`config.mk`:
```
export PLATFORM = sky130hd
export DESIGN_NAME = midpoint_circle_rasterizer_top
export DESIGN_NICKNAME = d
export VERILOG_FILES = /design/src/sv/mcr_pkg.sv /design/src/sv/mcr_emitter.sv /design/src/sv/midpoint_circle_rasterizer_top.sv
export SDC_FILE = /design/constraint.sdc
export NUM_CORES = 1
export LEC_CHECK = 0
export ABC_AREA = 1
export ABC_CLOCK_PERIOD_IN_PS = 7490
export BUFFER_PORTS_ARGS = -buffer_cell sky130_fd_sc_hd__buf_2
export CORE_MARGIN = 2
export CORE_UTILIZATION = 30
export DETAILED_ROUTE_END_ITERATION = 10
export GPL_TIMING_DRIVEN = 1
export HOLD_SLACK_MARGIN = 0.06
export PLACE_DENSITY = 0.49
export SLEW_MARGIN = 20
export SYNTH_ARGS = -nofsm -noshare
export SYNTH_HDL_FRONTEND = slang
export SYNTH_SLANG_ARGS = --single-unit
```
`constraint.sdc`:
```
create_clock -name i_clk -period 7.49 [get_ports i_clk]
set_input_delay 0.3745 -clock i_clk [delete_from_list [all_inputs] [get_ports i_clk]]
set_output_delay 0.3745 -clock i_clk [all_outputs]
set_load 0.05 [all_outputs]
```
`src/sv/mcr_pkg.sv`:
```
package mcr_pkg;

    // coordinate width of the centre and radius fields
    localparam int COORD_BITS  = 12;
    localparam int OFF_BITS    = COORD_BITS + 1;
    localparam int ERR_BITS    = COORD_BITS + 3;
    localparam int PIX_BITS    = COORD_BITS + 2;
    localparam int CANVAS_BITS = COORD_BITS + 1;

    // stream payload widths, padded to whole bytes
    localparam int S_DATA_BITS = ((3 * COORD_BITS + 7) / 8) * 8;
    localparam int M_DATA_BITS = ((2 * PIX_BITS + 7) / 8) * 8;
    localparam int M_USER_BITS = 2;

    // register port
    localparam int ADDR_BITS = 3;
    localparam int APB_BITS  = 32;
    localparam logic [CANVAS_BITS-1:0] CANVAS_RESET = CANVAS_BITS'(4096);

    // register indexes, taken from paddr[2]
    localparam logic REG_CANVAS_W = 1'b0;
    localparam logic REG_CANVAS_H = 1'b1;

    // item kinds carried in tuser
    localparam logic OP_START = 1'b0;
    localparam logic OP_STEP  = 1'b1;

    // points of one step item
    localparam int PTS_PER_STEP = 8;
    localparam int IDX_BITS     = $clog2(PTS_PER_STEP);

    // one step item's worth of results, handed to the emitter
    typedef struct packed {
        logic                       done;
        logic [COORD_BITS-1:0]      cx;
        logic [COORD_BITS-1:0]      cy;
        logic signed [OFF_BITS-1:0] a;
        logic signed [OFF_BITS-1:0] b;
    } t_point_set;

endpackage

```
`src/sv/mcr_emitter.sv`:
```
module mcr_emitter (
    input  logic                              i_clk,
    input  logic                              i_rst_n,
    input  logic                              i_load,
    input  mcr_pkg::t_point_set               i_set,
    output logic                              o_ready,
    input  logic [mcr_pkg::CANVAS_BITS-1:0]   i_canvas_w,
    input  logic [mcr_pkg::CANVAS_BITS-1:0]   i_canvas_h,
    output logic                              o_vld,
    input  logic                              i_rdy,
    output logic signed [mcr_pkg::PIX_BITS-1:0] o_px,
    output logic signed [mcr_pkg::PIX_BITS-1:0] o_py,
    output logic                              o_visible,
    output logic                              o_done,
    output logic                              o_last
);
    import mcr_pkg::*;

    localparam int WIDE = PIX_BITS + 1;
    localparam logic [IDX_BITS-1:0] IDX_LAST = IDX_BITS'(PTS_PER_STEP - 1);

    t_point_set                 r_set;
    logic                       r_set_vld;
    logic [IDX_BITS-1:0]        r_idx;
    logic                       r_out_vld;
    logic signed [PIX_BITS-1:0] r_px;
    logic signed [PIX_BITS-1:0] r_py;
    logic                       r_visible;
    logic                       r_done;
    logic                       r_last;

    logic                       w_out_load;
    logic                       w_set_last;
    logic                       w_swap;
    logic                       w_neg_x;
    logic                       w_neg_y;
    logic signed [WIDE-1:0]     w_cx;
    logic signed [WIDE-1:0]     w_cy;
    logic signed [WIDE-1:0]     w_dx;
    logic signed [WIDE-1:0]     w_dy;
    logic signed [WIDE-1:0]     w_sx;
    logic signed [WIDE-1:0]     w_sy;
    logic signed [PIX_BITS-1:0] n_px;
    logic signed [PIX_BITS-1:0] n_py;
    logic                       n_visible;

    // output register takes the next point when empty or being drained
    assign w_out_load = r_set_vld && (!r_out_vld || i_rdy);
    assign w_set_last = r_set.done || (r_idx == IDX_LAST);
    assign o_ready    = !r_set_vld || (w_out_load && w_set_last);

    // octant selection for the current point
    always_comb begin
        w_swap  = 1'b0;
        w_neg_x = 1'b0;
        w_neg_y = 1'b0;
        case (r_idx)
            3'd0: begin w_swap = 1'b0; w_neg_x = 1'b0; w_neg_y = 1'b0; end
            3'd1: begin w_swap = 1'b1; w_neg_x = 1'b0; w_neg_y = 1'b0; end
            3'd2: begin w_swap = 1'b1; w_neg_x = 1'b1; w_neg_y = 1'b0; end
            3'd3: begin w_swap = 1'b0; w_neg_x = 1'b1; w_neg_y = 1'b0; end
            3'd4: begin w_swap = 1'b0; w_neg_x = 1'b1; w_neg_y = 1'b1; end
            3'd5: begin w_swap = 1'b1; w_neg_x = 1'b1; w_neg_y = 1'b1; end
            3'd6: begin w_swap = 1'b1; w_neg_x = 1'b0; w_neg_y = 1'b1; end
            3'd7: begin w_swap = 1'b0; w_neg_x = 1'b0; w_neg_y = 1'b1; end
            default: begin w_swap = 1'b0; w_neg_x = 1'b0; w_neg_y = 1'b0; end
        endcase
    end

    // point coordinates and canvas clipping
    always_comb begin
        w_cx = {{(WIDE-COORD_BITS){1'b0}}, r_set.cx};
        w_cy = {{(WIDE-COORD_BITS){1'b0}}, r_set.cy};
        w_dx = w_swap ? {{(WIDE-OFF_BITS){r_set.b[OFF_BITS-1]}}, r_set.b}
                      : {{(WIDE-OFF_BITS){r_set.a[OFF_BITS-1]}}, r_set.a};
        w_dy = w_swap ? {{(WIDE-OFF_BITS){r_set.a[OFF_BITS-1]}}, r_set.a}
                      : {{(WIDE-OFF_BITS){r_set.b[OFF_BITS-1]}}, r_set.b};
        w_sx = w_neg_x ? (w_cx - w_dx) : (w_cx + w_dx);
        w_sy = w_neg_y ? (w_cy - w_dy) : (w_cy + w_dy);
        if (r_set.done) begin
            n_px      = '0;
            n_py      = '0;
            n_visible = 1'b0;
        end else begin
            n_px      = w_sx[PIX_BITS-1:0];
            n_py      = w_sy[PIX_BITS-1:0];
            n_visible = !n_px[PIX_BITS-1] && !n_py[PIX_BITS-1]
                        && (n_px[CANVAS_BITS-1:0] < i_canvas_w)
                        && (n_py[CANVAS_BITS-1:0] < i_canvas_h);
        end
    end

    // point set register and its index
    always_ff @(posedge i_clk) begin
        if (!i_rst_n) begin
            r_set_vld <= 1'b0;
            r_idx     <= '0;
        end else if (i_load) begin
            r_set_vld <= 1'b1;
            r_idx     <= '0;
        end else if (w_out_load && w_set_last) begin
            r_set_vld <= 1'b0;
        end else if (w_out_load) begin
            r_idx <= r_idx + 1'b1;
        end
    end

    always_ff @(posedge i_clk) begin
        if (i_load) begin
            r_set <= i_set;
        end
    end

    // result register
    always_ff @(posedge i_clk) begin
        if (!i_rst_n) begin
            r_out_vld <= 1'b0;
        end else if (w_out_load) begin
            r_out_vld <= 1'b1;
        end else if (i_rdy) begin
            r_out_vld <= 1'b0;
        end
    end

    always_ff @(posedge i_clk) begin
        if (w_out_load) begin
            r_px      <= n_px;
            r_py      <= n_py;
            r_visible <= n_visible;
            r_done    <= r_set.done;
            r_last    <= w_set_last;
        end
    end

    assign o_vld     = r_out_vld;
    assign o_px      = r_px;
    assign o_py      = r_py;
    assign o_visible = r_visible;
    assign o_done    = r_done;
    assign o_last    = r_last;

endmodule

```
`src/sv/midpoint_circle_rasterizer_top.sv`:
```
// Midpoint circle rasterizer.
// Input stream (s_axis_*): tuser selects start or step; tdata carries the
// centre and radius, read on a start transfer only. A start gives no result.
// Each step transfer gives the eight octant-mirrored points of the current
// offset pair as eight output transfers, tlast on the eighth, each with a
// visibility flag clipped against the canvas registers; once the arc is
// finished a step gives one done transfer instead.
// The first result of a step passes through the point set register and
// then the result register. Throughput: the output channel moves one
// result a cycle while it is not stalled; the next item is taken in the
// cycle the last point of the previous one enters the result register.
// A stalled output holds its result; the input stalls once a point set
// waits behind it. Reset clears the circle state (no circle in progress),
// empties both stages and sets both canvas registers to 4096.
// Canvas registers (APB): width at 0x0, height at 0x4.
module midpoint_circle_rasterizer_top (
    input  logic                                 i_clk,
    input  logic                                 i_rst_n,
    // apb register port
    input  logic                                 psel,
    input  logic                                 penable,
    input  logic                                 pwrite,
    input  logic [mcr_pkg::ADDR_BITS-1:0]        paddr,
    input  logic [mcr_pkg::APB_BITS-1:0]         pwdata,
    output logic [mcr_pkg::APB_BITS-1:0]         prdata,
    output logic                                 pready,
    // input stream
    input  logic                                 s_axis_tvalid,
    output logic                                 s_axis_tready,
    // tdata: center_x, center_y, radius, zero pad
    input  logic [mcr_pkg::S_DATA_BITS-1:0]      s_axis_tdata,
    // tuser: op
    input  logic                                 s_axis_tuser,
    // output stream
    output logic                                 m_axis_tvalid,
    input  logic                                 m_axis_tready,
    // tdata: pixel_x, pixel_y, zero pad
    output logic [mcr_pkg::M_DATA_BITS-1:0]      m_axis_tdata,
    // tuser: visible, done_res
    output logic [mcr_pkg::M_USER_BITS-1:0]      m_axis_tuser,
    output logic                                 m_axis_tlast
);
    import mcr_pkg::*;

    logic [CANVAS_BITS-1:0]     r_canvas_w;
    logic [CANVAS_BITS-1:0]     r_canvas_h;
    logic [COORD_BITS-1:0]      r_cx;
    logic [COORD_BITS-1:0]      r_cy;
    logic signed [OFF_BITS-1:0] r_a;
    logic signed [OFF_BITS-1:0] r_b;
    logic signed [ERR_BITS-1:0] r_err;
    logic                       r_active;

    logic [COORD_BITS-1:0]      n_cx;
    logic [COORD_BITS-1:0]      n_cy;
    logic signed [OFF_BITS-1:0] n_a;
    logic signed [OFF_BITS-1:0] n_b;
    logic signed [ERR_BITS-1:0] n_err;
    logic                       n_active;

    logic                       w_cfg_wr;
    logic                       w_accept;
    logic                       w_ready;
    logic                       w_load;
    logic                       w_op;
    logic [COORD_BITS-1:0]      w_in_cx;
    logic [COORD_BITS-1:0]      w_in_cy;
    logic [COORD_BITS-1:0]      w_in_r;
    logic                       w_finished;
    t_point_set                 w_set;
    logic signed [OFF_BITS-1:0] w_b1;
    logic signed [OFF_BITS-1:0] w_a1;
    logic signed [ERR_BITS:0]   w_e0;
    logic signed [ERR_BITS:0]   w_e1;
    logic signed [ERR_BITS:0]   w_e2;
    logic signed [ERR_BITS:0]   w_b1_term;
    logic signed [ERR_BITS:0]   w_a1_term;
    logic signed [PIX_BITS-1:0] w_px;
    logic signed [PIX_BITS-1:0] w_py;
    logic                       w_visible;
    logic                       w_done;

    // register port
    assign pready   = 1'b1;
    assign w_cfg_wr = psel && penable && pwrite;

    always_ff @(posedge i_clk) begin
        if (!i_rst_n) begin
            r_canvas_w <= CANVAS_RESET;
            r_canvas_h <= CANVAS_RESET;
        end else if (w_cfg_wr) begin
            if (paddr[2] == REG_CANVAS_W) begin
                r_canvas_w <= pwdata[CANVAS_BITS-1:0];
            end else begin
                r_canvas_h <= pwdata[CANVAS_BITS-1:0];
            end
        end
    end

    assign prdata = (paddr[2] == REG_CANVAS_W) ? APB_BITS'(r_canvas_w)
                                               : APB_BITS'(r_canvas_h);

    // input transfer decode
    assign s_axis_tready = w_ready;
    assign w_accept      = s_axis_tvalid && w_ready;
    assign w_op          = s_axis_tuser;
    assign w_in_cx       = s_axis_tdata[COORD_BITS-1:0];
    assign w_in_cy       = s_axis_tdata[2*COORD_BITS-1:COORD_BITS];
    assign w_in_r        = s_axis_tdata[3*COORD_BITS-1:2*COORD_BITS];
    assign w_finished    = !r_active || (r_a < r_b);
    assign w_load        = w_accept && (w_op == OP_STEP);

    // the two midpoint error updates
    always_comb begin
        w_e0      = {r_err[ERR_BITS-1], r_err};
        w_b1      = r_b;
        w_e1      = w_e0;
        if (w_e0 <= 0) begin
            w_b1 = r_b + 1'b1;
        end
        w_b1_term = {{(ERR_BITS-OFF_BITS){w_b1[OFF_BITS-1]}}, w_b1, 1'b1};
        if (w_e0 <= 0) begin
            w_e1 = w_e0 + w_b1_term;
        end
        w_a1      = r_a;
        w_e2      = w_e1;
        if (w_e1 > 0) begin
            w_a1 = r_a - 1'b1;
        end
        w_a1_term = {{(ERR_BITS-OFF_BITS){w_a1[OFF_BITS-1]}}, w_a1, 1'b1};
        if (w_e1 > 0) begin
            w_e2 = w_e1 - w_a1_term;
        end
    end

    // circle state next value
    always_comb begin
        n_cx     = r_cx;
        n_cy     = r_cy;
        n_a      = r_a;
        n_b      = r_b;
        n_err    = r_err;
        n_active = r_active;
        if (w_accept) begin
            if (w_op == OP_START) begin
                n_cx     = w_in_cx;
                n_cy     = w_in_cy;
                n_a      = {1'b0, w_in_r};
                n_b      = '0;
                n_err    = '0;
                n_active = 1'b1;
            end else if (w_finished) begin
                n_active = 1'b0;
            end else begin
                n_a   = w_a1;
                n_b   = w_b1;
                n_err = w_e2[ERR_BITS-1:0];
            end
        end
    end

    always_ff @(posedge i_clk) begin
        if (!i_rst_n) begin
            r_cx     <= '0;
            r_cy     <= '0;
            r_a      <= '0;
            r_b      <= '0;
            r_err    <= '0;
            r_active <= 1'b0;
        end else begin
            r_cx     <= n_cx;
            r_cy     <= n_cy;
            r_a      <= n_a;
            r_b      <= n_b;
            r_err    <= n_err;
            r_active <= n_active;
        end
    end

    // point set of this step, taken before the update
    always_comb begin
        w_set.done = w_finished;
        w_set.cx   = r_cx;
        w_set.cy   = r_cy;
        w_set.a    = r_a;
        w_set.b    = r_b;
    end

    mcr_emitter u_emitter (
        .i_clk      (i_clk),
        .i_rst_n    (i_rst_n),
        .i_load     (w_load),
        .i_set      (w_set),
        .o_ready    (w_ready),
        .i_canvas_w (r_canvas_w),
        .i_canvas_h (r_canvas_h),
        .o_vld      (m_axis_tvalid),
        .i_rdy      (m_axis_tready),
        .o_px       (w_px),
        .o_py       (w_py),
        .o_visible  (w_visible),
        .o_done     (w_done),
        .o_last     (m_axis_tlast)
    );

    // output packing
    assign m_axis_tdata = M_DATA_BITS'({w_py, w_px});
    assign m_axis_tuser = {w_done, w_visible};

endmodule
```
-- Word level (Yosys, flattened, before mapping)
Memories as Yosys holds them, arrays and structs flattened. A register that Yosys moved wholly into a read port is not among the register bits.
Cells that the tools add are included.
- register bits: 179
- bits in read-only memories: 24
- input port bits: 83
- output and inout bits: 70
- logic and storage cells: 93
- memories: 1
- $add $sub $neg: 9
- $lt $le $gt $ge: 5
- equality and inequality tests: 3
- muxes and demuxes: 23
- bitwise gates (word level): 4
- reductions and logical operators: 27
- memories (name ; depth ; width ; read ports ; clocked after memory_dff ; wr ports ; RTL line ; source):
    (name not given) ; 8 ; 3 ; 1 ; 1 ; 0 ; mcr_emitter.sv:57 ; case (r_idx)
- operators by type and width (operator ; number):
    two-way mux 13 bit ; 7
    two-way mux 14 bit ; 4
    two-way mux 15 bit ; 3
    less-than comparator 13 bit ; 3
    adder 13 x 14 -> 14 bit ; 2
    subtractor 13 x 14 -> 14 bit ; 2
    adder 15 x 14 -> 16 bit ; 1
    greater-than comparator 16 x 1 -> 1 bit, second input constant ; 1
    two-way mux 16 bit ; 1
    <= comparator 15 x 1 -> 1 bit, second input constant ; 1
    subtractor 15 x 14 -> 15 bit ; 1
    adder 13 x 1 -> 13 bit, second input constant ; 1
    subtractor 13 x 1 -> 13 bit, second input constant ; 1
    AND reduction 2 bit ; 6
    logical AND 1 bit ; 9
    two-way mux 1 bit ; 6
    two-way mux 3 bit ; 2
    zero test 1 bit ; 5
    logical OR 1 bit ; 4
    NOT 1 bit ; 4
    nonzero test 2 bit ; 2
    adder 3 x 1 -> 3 bit, second input constant ; 1
    == test 3 bit, second input constant ; 1
    inequality test 2 x 1 -> 1 bit, second input constant ; 1
    2 further kinds ; 2

-- Longest topological paths before layout
- depth after elaboration: 10
- mapped depth: 42
- mapped depth without buffers: 40

-- By module
Synthesis repeated with hierarchy kept, for this count alone.
- cell total of the unflattened synthesis: 1792
- area total of the unflattened synthesis: 12738.5 µm²
- by module, submodules not included (module ; times used ; cells each ; area an instance (µm²) ; seq. area each (µm²)):
    midpoint_circle_rasterizer_top ; 1 ; 1148 ; 7075.5 ; 1841.8
    mcr_emitter ; 1 ; 644 ; 5662.9 ; 2622.5

-- Least setup slack after synthesis
Ideal clock, no wire load.
- path type: reg2reg
- start: reg r_err[0]
- end: reg r_err[14]
- library setup time: 131 ps
- arrival: 5027 ps
- required time: 7359 ps
- path slack: 2332 ps
- stages on the path, launching flop included: 39
- buffers on the path: 2
- clock period less this slack: 5158 ps
- path through: dfxtp_1 > inv_1 > nand2_1 > nor2_1 > nand2_2 > nand2_4 > buf_4 > nand4_1 > or4_1 > nor3_1 > nand3_1 > xor2_1 > inv_1 > ha_1 > nand2_1 > inv_2 > nand3_1 > nor3_1 > (+3 left out) > nand3_4 > nand2_2 > nor2_2 > nand3_4 > nand2_4 > buf_6 > xor2_1 > inv_1 > fa_1 > nand3b_1 > nand2_1 > nand3_1 > nand2_1 > nand2_1 > nand3_1 > nand3_1 > nand2_1 > a21oi_2
- cells in the longest elaborated chain, start to end: 10
- RTL lines (element ; RTL line ; source):
    start, declared ; midpoint_circle_rasterizer_top.sv:51 ; logic signed [ERR_BITS-1:0] r_err;
    start signal, assigned ; midpoint_circle_rasterizer_top.sv:175 ; r_err <= n_err;
    <= comparator 15 x 1 -> 1 bit ; midpoint_circle_rasterizer_top.sv:118, midpoint_circle_rasterizer_top.sv:122 ;
    two-way mux 13 bit ; midpoint_circle_rasterizer_top.sv:118 ; if (w_e0 <= 0) begin
    adder 15 x 14 -> 16 bit ; midpoint_circle_rasterizer_top.sv:123 ; w_e1 = w_e0 + w_b1_term;
    two-way mux 16 bit (*) ; midpoint_circle_rasterizer_top.sv:122 ; if (w_e0 <= 0) begin
    greater-than comparator 16 x 1 -> 1 bit ; midpoint_circle_rasterizer_top.sv:127, midpoint_circle_rasterizer_top.sv:131 ;
    two-way mux 13 bit ; midpoint_circle_rasterizer_top.sv:127 ; if (w_e1 > 0) begin
    subtractor 15 x 14 -> 15 bit ; midpoint_circle_rasterizer_top.sv:132 ; w_e2 = w_e1 - w_a1_term;
    two-way mux 15 bit (*) ; midpoint_circle_rasterizer_top.sv:131 ; if (w_e1 > 0) begin
    two-way mux 15 bit (*) ; midpoint_circle_rasterizer_top.sv:152 ; end else if (w_finished) begin
    two-way mux 15 bit (*) ; midpoint_circle_rasterizer_top.sv:145 ; if (w_op == OP_START) begin
Mark *: on every way between the ends. The rest lies on a longest branch, timed or not. The select of a mux whose other input is x is not followed.
A chain may end at the register's enable or synchronous reset.

-- Final worst setup path
- start: reg r_err[12]
- end: reg r_err[14]
Same word-level chain as after synthesis.

==> metrics <==
Period Utilization, post-route 82.6%; die area 43100 um^2; max-slew violation count 0; WL final 35000 um; GRT overflow 0; layout cells sized above 1 11.8%; maximum root-to-sink buffer count 2; gpl congestion 0.837; FF-to-FF setup slack 1.30 ns; Layout area overhead 12.3%; final setup skew 0.0122 ns; Clock Latency Late Sink 0.45 ns; hold-fix buffers at CTS 0; pwr dens 293 nW/um^2; pin count of the biggest net entering global routing 63; worst slew pin tran 0.803 ns; Hold Worst Slack 0.186 ns; run status finished clean; initial antenna violation count 1; Chip Width 208 um; RSZ-0062 raised after global routing false; max_cap viols 0; CTS resizes 0; Arr. time, crit path 6.50 ns; final core occ 34.2%; crit-path max FO 25; fin nets 1941; root buffer cell clkbuf_16; post-DP HPWL 27600 um; Via density 4.64; number of buffers added on ports 103; number of global-route vias before repair 10300; Clk pin slew, worst setup/hold paths 0.08 ns; Clock Sinks 182; minimum clock period after layout 6.19 ns; postcts setup bufs 0; Setup TNS 0 ns; Routed WL per cell 15.1 um; Synth Flop Type dfxtp_1; DRT Pass-1 Iters 5; Seq/Total Area, Yosys 35.9%; Netlist cell types 55; Final Hold Viols 0; syn_area_per_cell 7.36 um^2; Remaining DRCs 0; row count 74; Design Area, Final 13900 um^2; Post-DP Area 13400 um^2; CP max-delay cell or4_1; Synth async-reset ratio 0%; CTS tree done; global-route usage over all layers 16.2%; dpl ws 1.38 ns; Die Y 208 um; ANT nets after route 0; CP Launch Type register; Filler Cells Inserted 4359; Ports 153; CP max stage delay 0.49 ns; vias 10800; initial core utilization 30.4%; Yosys warning count 0; # H-tree levels 4; core area 40800 um^2; Crit Path Category reg2reg; first-pass GRT wire length 55400 um; crit path capture type register; LEAKAGE 6.56 nW; setup violators final 0; CP dominant cell by count nand2_1; initial drt markers 589; HP Class in2reg; instance count of the mapped netlist 1688; EDFF count, synth 82; Seq cells post-synth 182; fmax 162 MHz; Num CTS Buffers 17; critical path's top delay family simple AND/OR/NAND/NOR gates; VDD IR max 0.000183 V; CP Buf/Inv Count 2; CP required 7.80 ns; Post-Syn Area 12400 um^2; Slew HR 46.1%; worst setup margin 1.30 ns
## registers in the layout, indices dropped and copies added, names as in the netlist
register and count:
u_emitter.o_done 1, r_active 1, u_emitter.w_swap 1, u_emitter.o_visible 1, u_emitter.w_neg_x 1, u_emitter.r_idx 3
u_emitter.o_vld 1, r_err 15, u_emitter.r_set 51, r_canvas_h 13, r_cx 12, r_a 13
u_emitter.o_py 14, r_b 13, u_emitter.o_px 14, r_cy 12, r_canvas_w 13, u_emitter.w_neg_y 1
u_emitter.o_last 1, u_emitter.r_set_vld 1
## kinds of logic (layout without fill, tap and decap cells)
family                   count (synthesis)  in the layout  share of synthesized area (%)
AO/OA/AOI/OAI                          300            300                           13.2
XOR/XNOR                                73             73                           5.15
adder cells (fa/ha/maj)                 89             89                           9.20
buffers and inverters                  329            401                           11.0
flip-flops                             182            182                           35.9
other                                    2             25                         0.0604
AND/OR/NAND/NOR                        713            713                           25.5
## worst paths after layout
| path | from | end | cells past startpoint |
|---|---|---|---|
| min | pwdata[12] | r_canvas_h[12] | 3 |
| min reg2reg | r_cx[10] | u_emitter.r_set[48] | 0 |
| max | r_err[12] | r_err[14] | 36 |
| max reg2reg | r_err[12] | r_err[14] | 36 |
## stage by stage
| stage | power (mW) | std cells |
|---|---|---|
| floorplan | 2.79 | 1710 |
| global placement | 3.21 | 2282 |
| detailed placement | 3.22 | 2282 |
| CTS | 4.14 | 2314 |
| global route | 4.43 | 2314 |
| finish | 4.09 | 2315 |
## synthesized netlist by cell type, types with 6 or more instances
library cell,n,share of area [%]
clkinv_1,6,0.18
o211ai_1,12,0.73
nor2_2,8,0.40
ha_1,85,8.6
dfxtp_1,100,16
clkbuf_1,42,1.3
nand3_2,12,0.97
buf_4,27,1.6
xor2_1,63,4.4
o21bai_1,8,0.48
xnor2_1,10,0.70
nand2_1,380,11
o21ai_0,99,4.0
inv_2,7,0.21
nor3_1,13,0.52
nor2_1,118,3.6
nand4_1,13,0.65
nand2_2,16,0.81
nand3b_1,10,0.60
nand3_1,117,4.7
inv_1,241,7.3
a21oi_1,152,6.1
edfxtp_1,82,20
## placed cells by master, fill, tap and decap left out, drive strengths merged, types with 9 or more instances in the layout
cell,Yosys,final
a21oi,157,157
buf,33,115
clkbuf,42,18
clkinv,6,9
conb,2,24
dfxtp,100,100
edfxtp,82,82
ha,85,85
inv,248,259
nand2,400,400
nand3,131,131
nand3b,10,10
nand4,13,13
nor2,127,127
nor3,14,14
o211ai,12,12
o21ai,103,103
xnor2,10,10
xor2,63,63
## area by class of cell
class | count | area, um^2 | share of cell area [%]
Clock buffer | 18 | 439 | 3.15
Tap cell | 532 | 666 | 4.77
Sequential cell | 182 | 4460 | 32.0
Timing Repair Buffer | 115 | 606 | 4.34
Multi-Input combinational cell | 1199 | 6690 | 47.9
Inverter | 254 | 953 | 6.84
Antenna cell | 1 | 2.50 | 0.0179
Clock inverter | 14 | 130 | 0.933
## worst reg2reg max path: cells and delay by family, from the launching register on
| kind | cells | cell delay [ns] |
|---|---|---|
| AOI/OAI and AO/OA | 5 | 0.75 |
| xor gates and xnor gates | 2 | 0.55 |
| adders and majority gates | 2 | 0.75 |
| buffers and inverters | 2 | 0.22 |
| DFF | 1 | 0.35 |
| and+or+nand+nor | 25 | 3.43 |
## where the power goes
part           switching (mW)  leakage, nW  internal (mW)
Combinational            1.36         4.68          0.674
Clock                   0.445        0.286          0.450
Sequential             0.0564         1.60           1.10
Total                    1.86         6.56           2.22
## metal layers
| metal | wire length (um) | global-route usage, % | vias up | part of all wire, % |
|---|---|---|---|---|
| met5 | 7 | 0 | - | 0.020 |
| met3 | 1030 | 2.51 | 31 | 2.9 |
| met1 | 15900 | 20.1 | 4938 | 45 |
| li1 | - | - | 5611 | - |
| met2 | 17500 | 29.1 | 170 | 50 |
| met4 | 542 | 4.09 | 2 | 1.5 |
(Power assumes the default switching activity.)
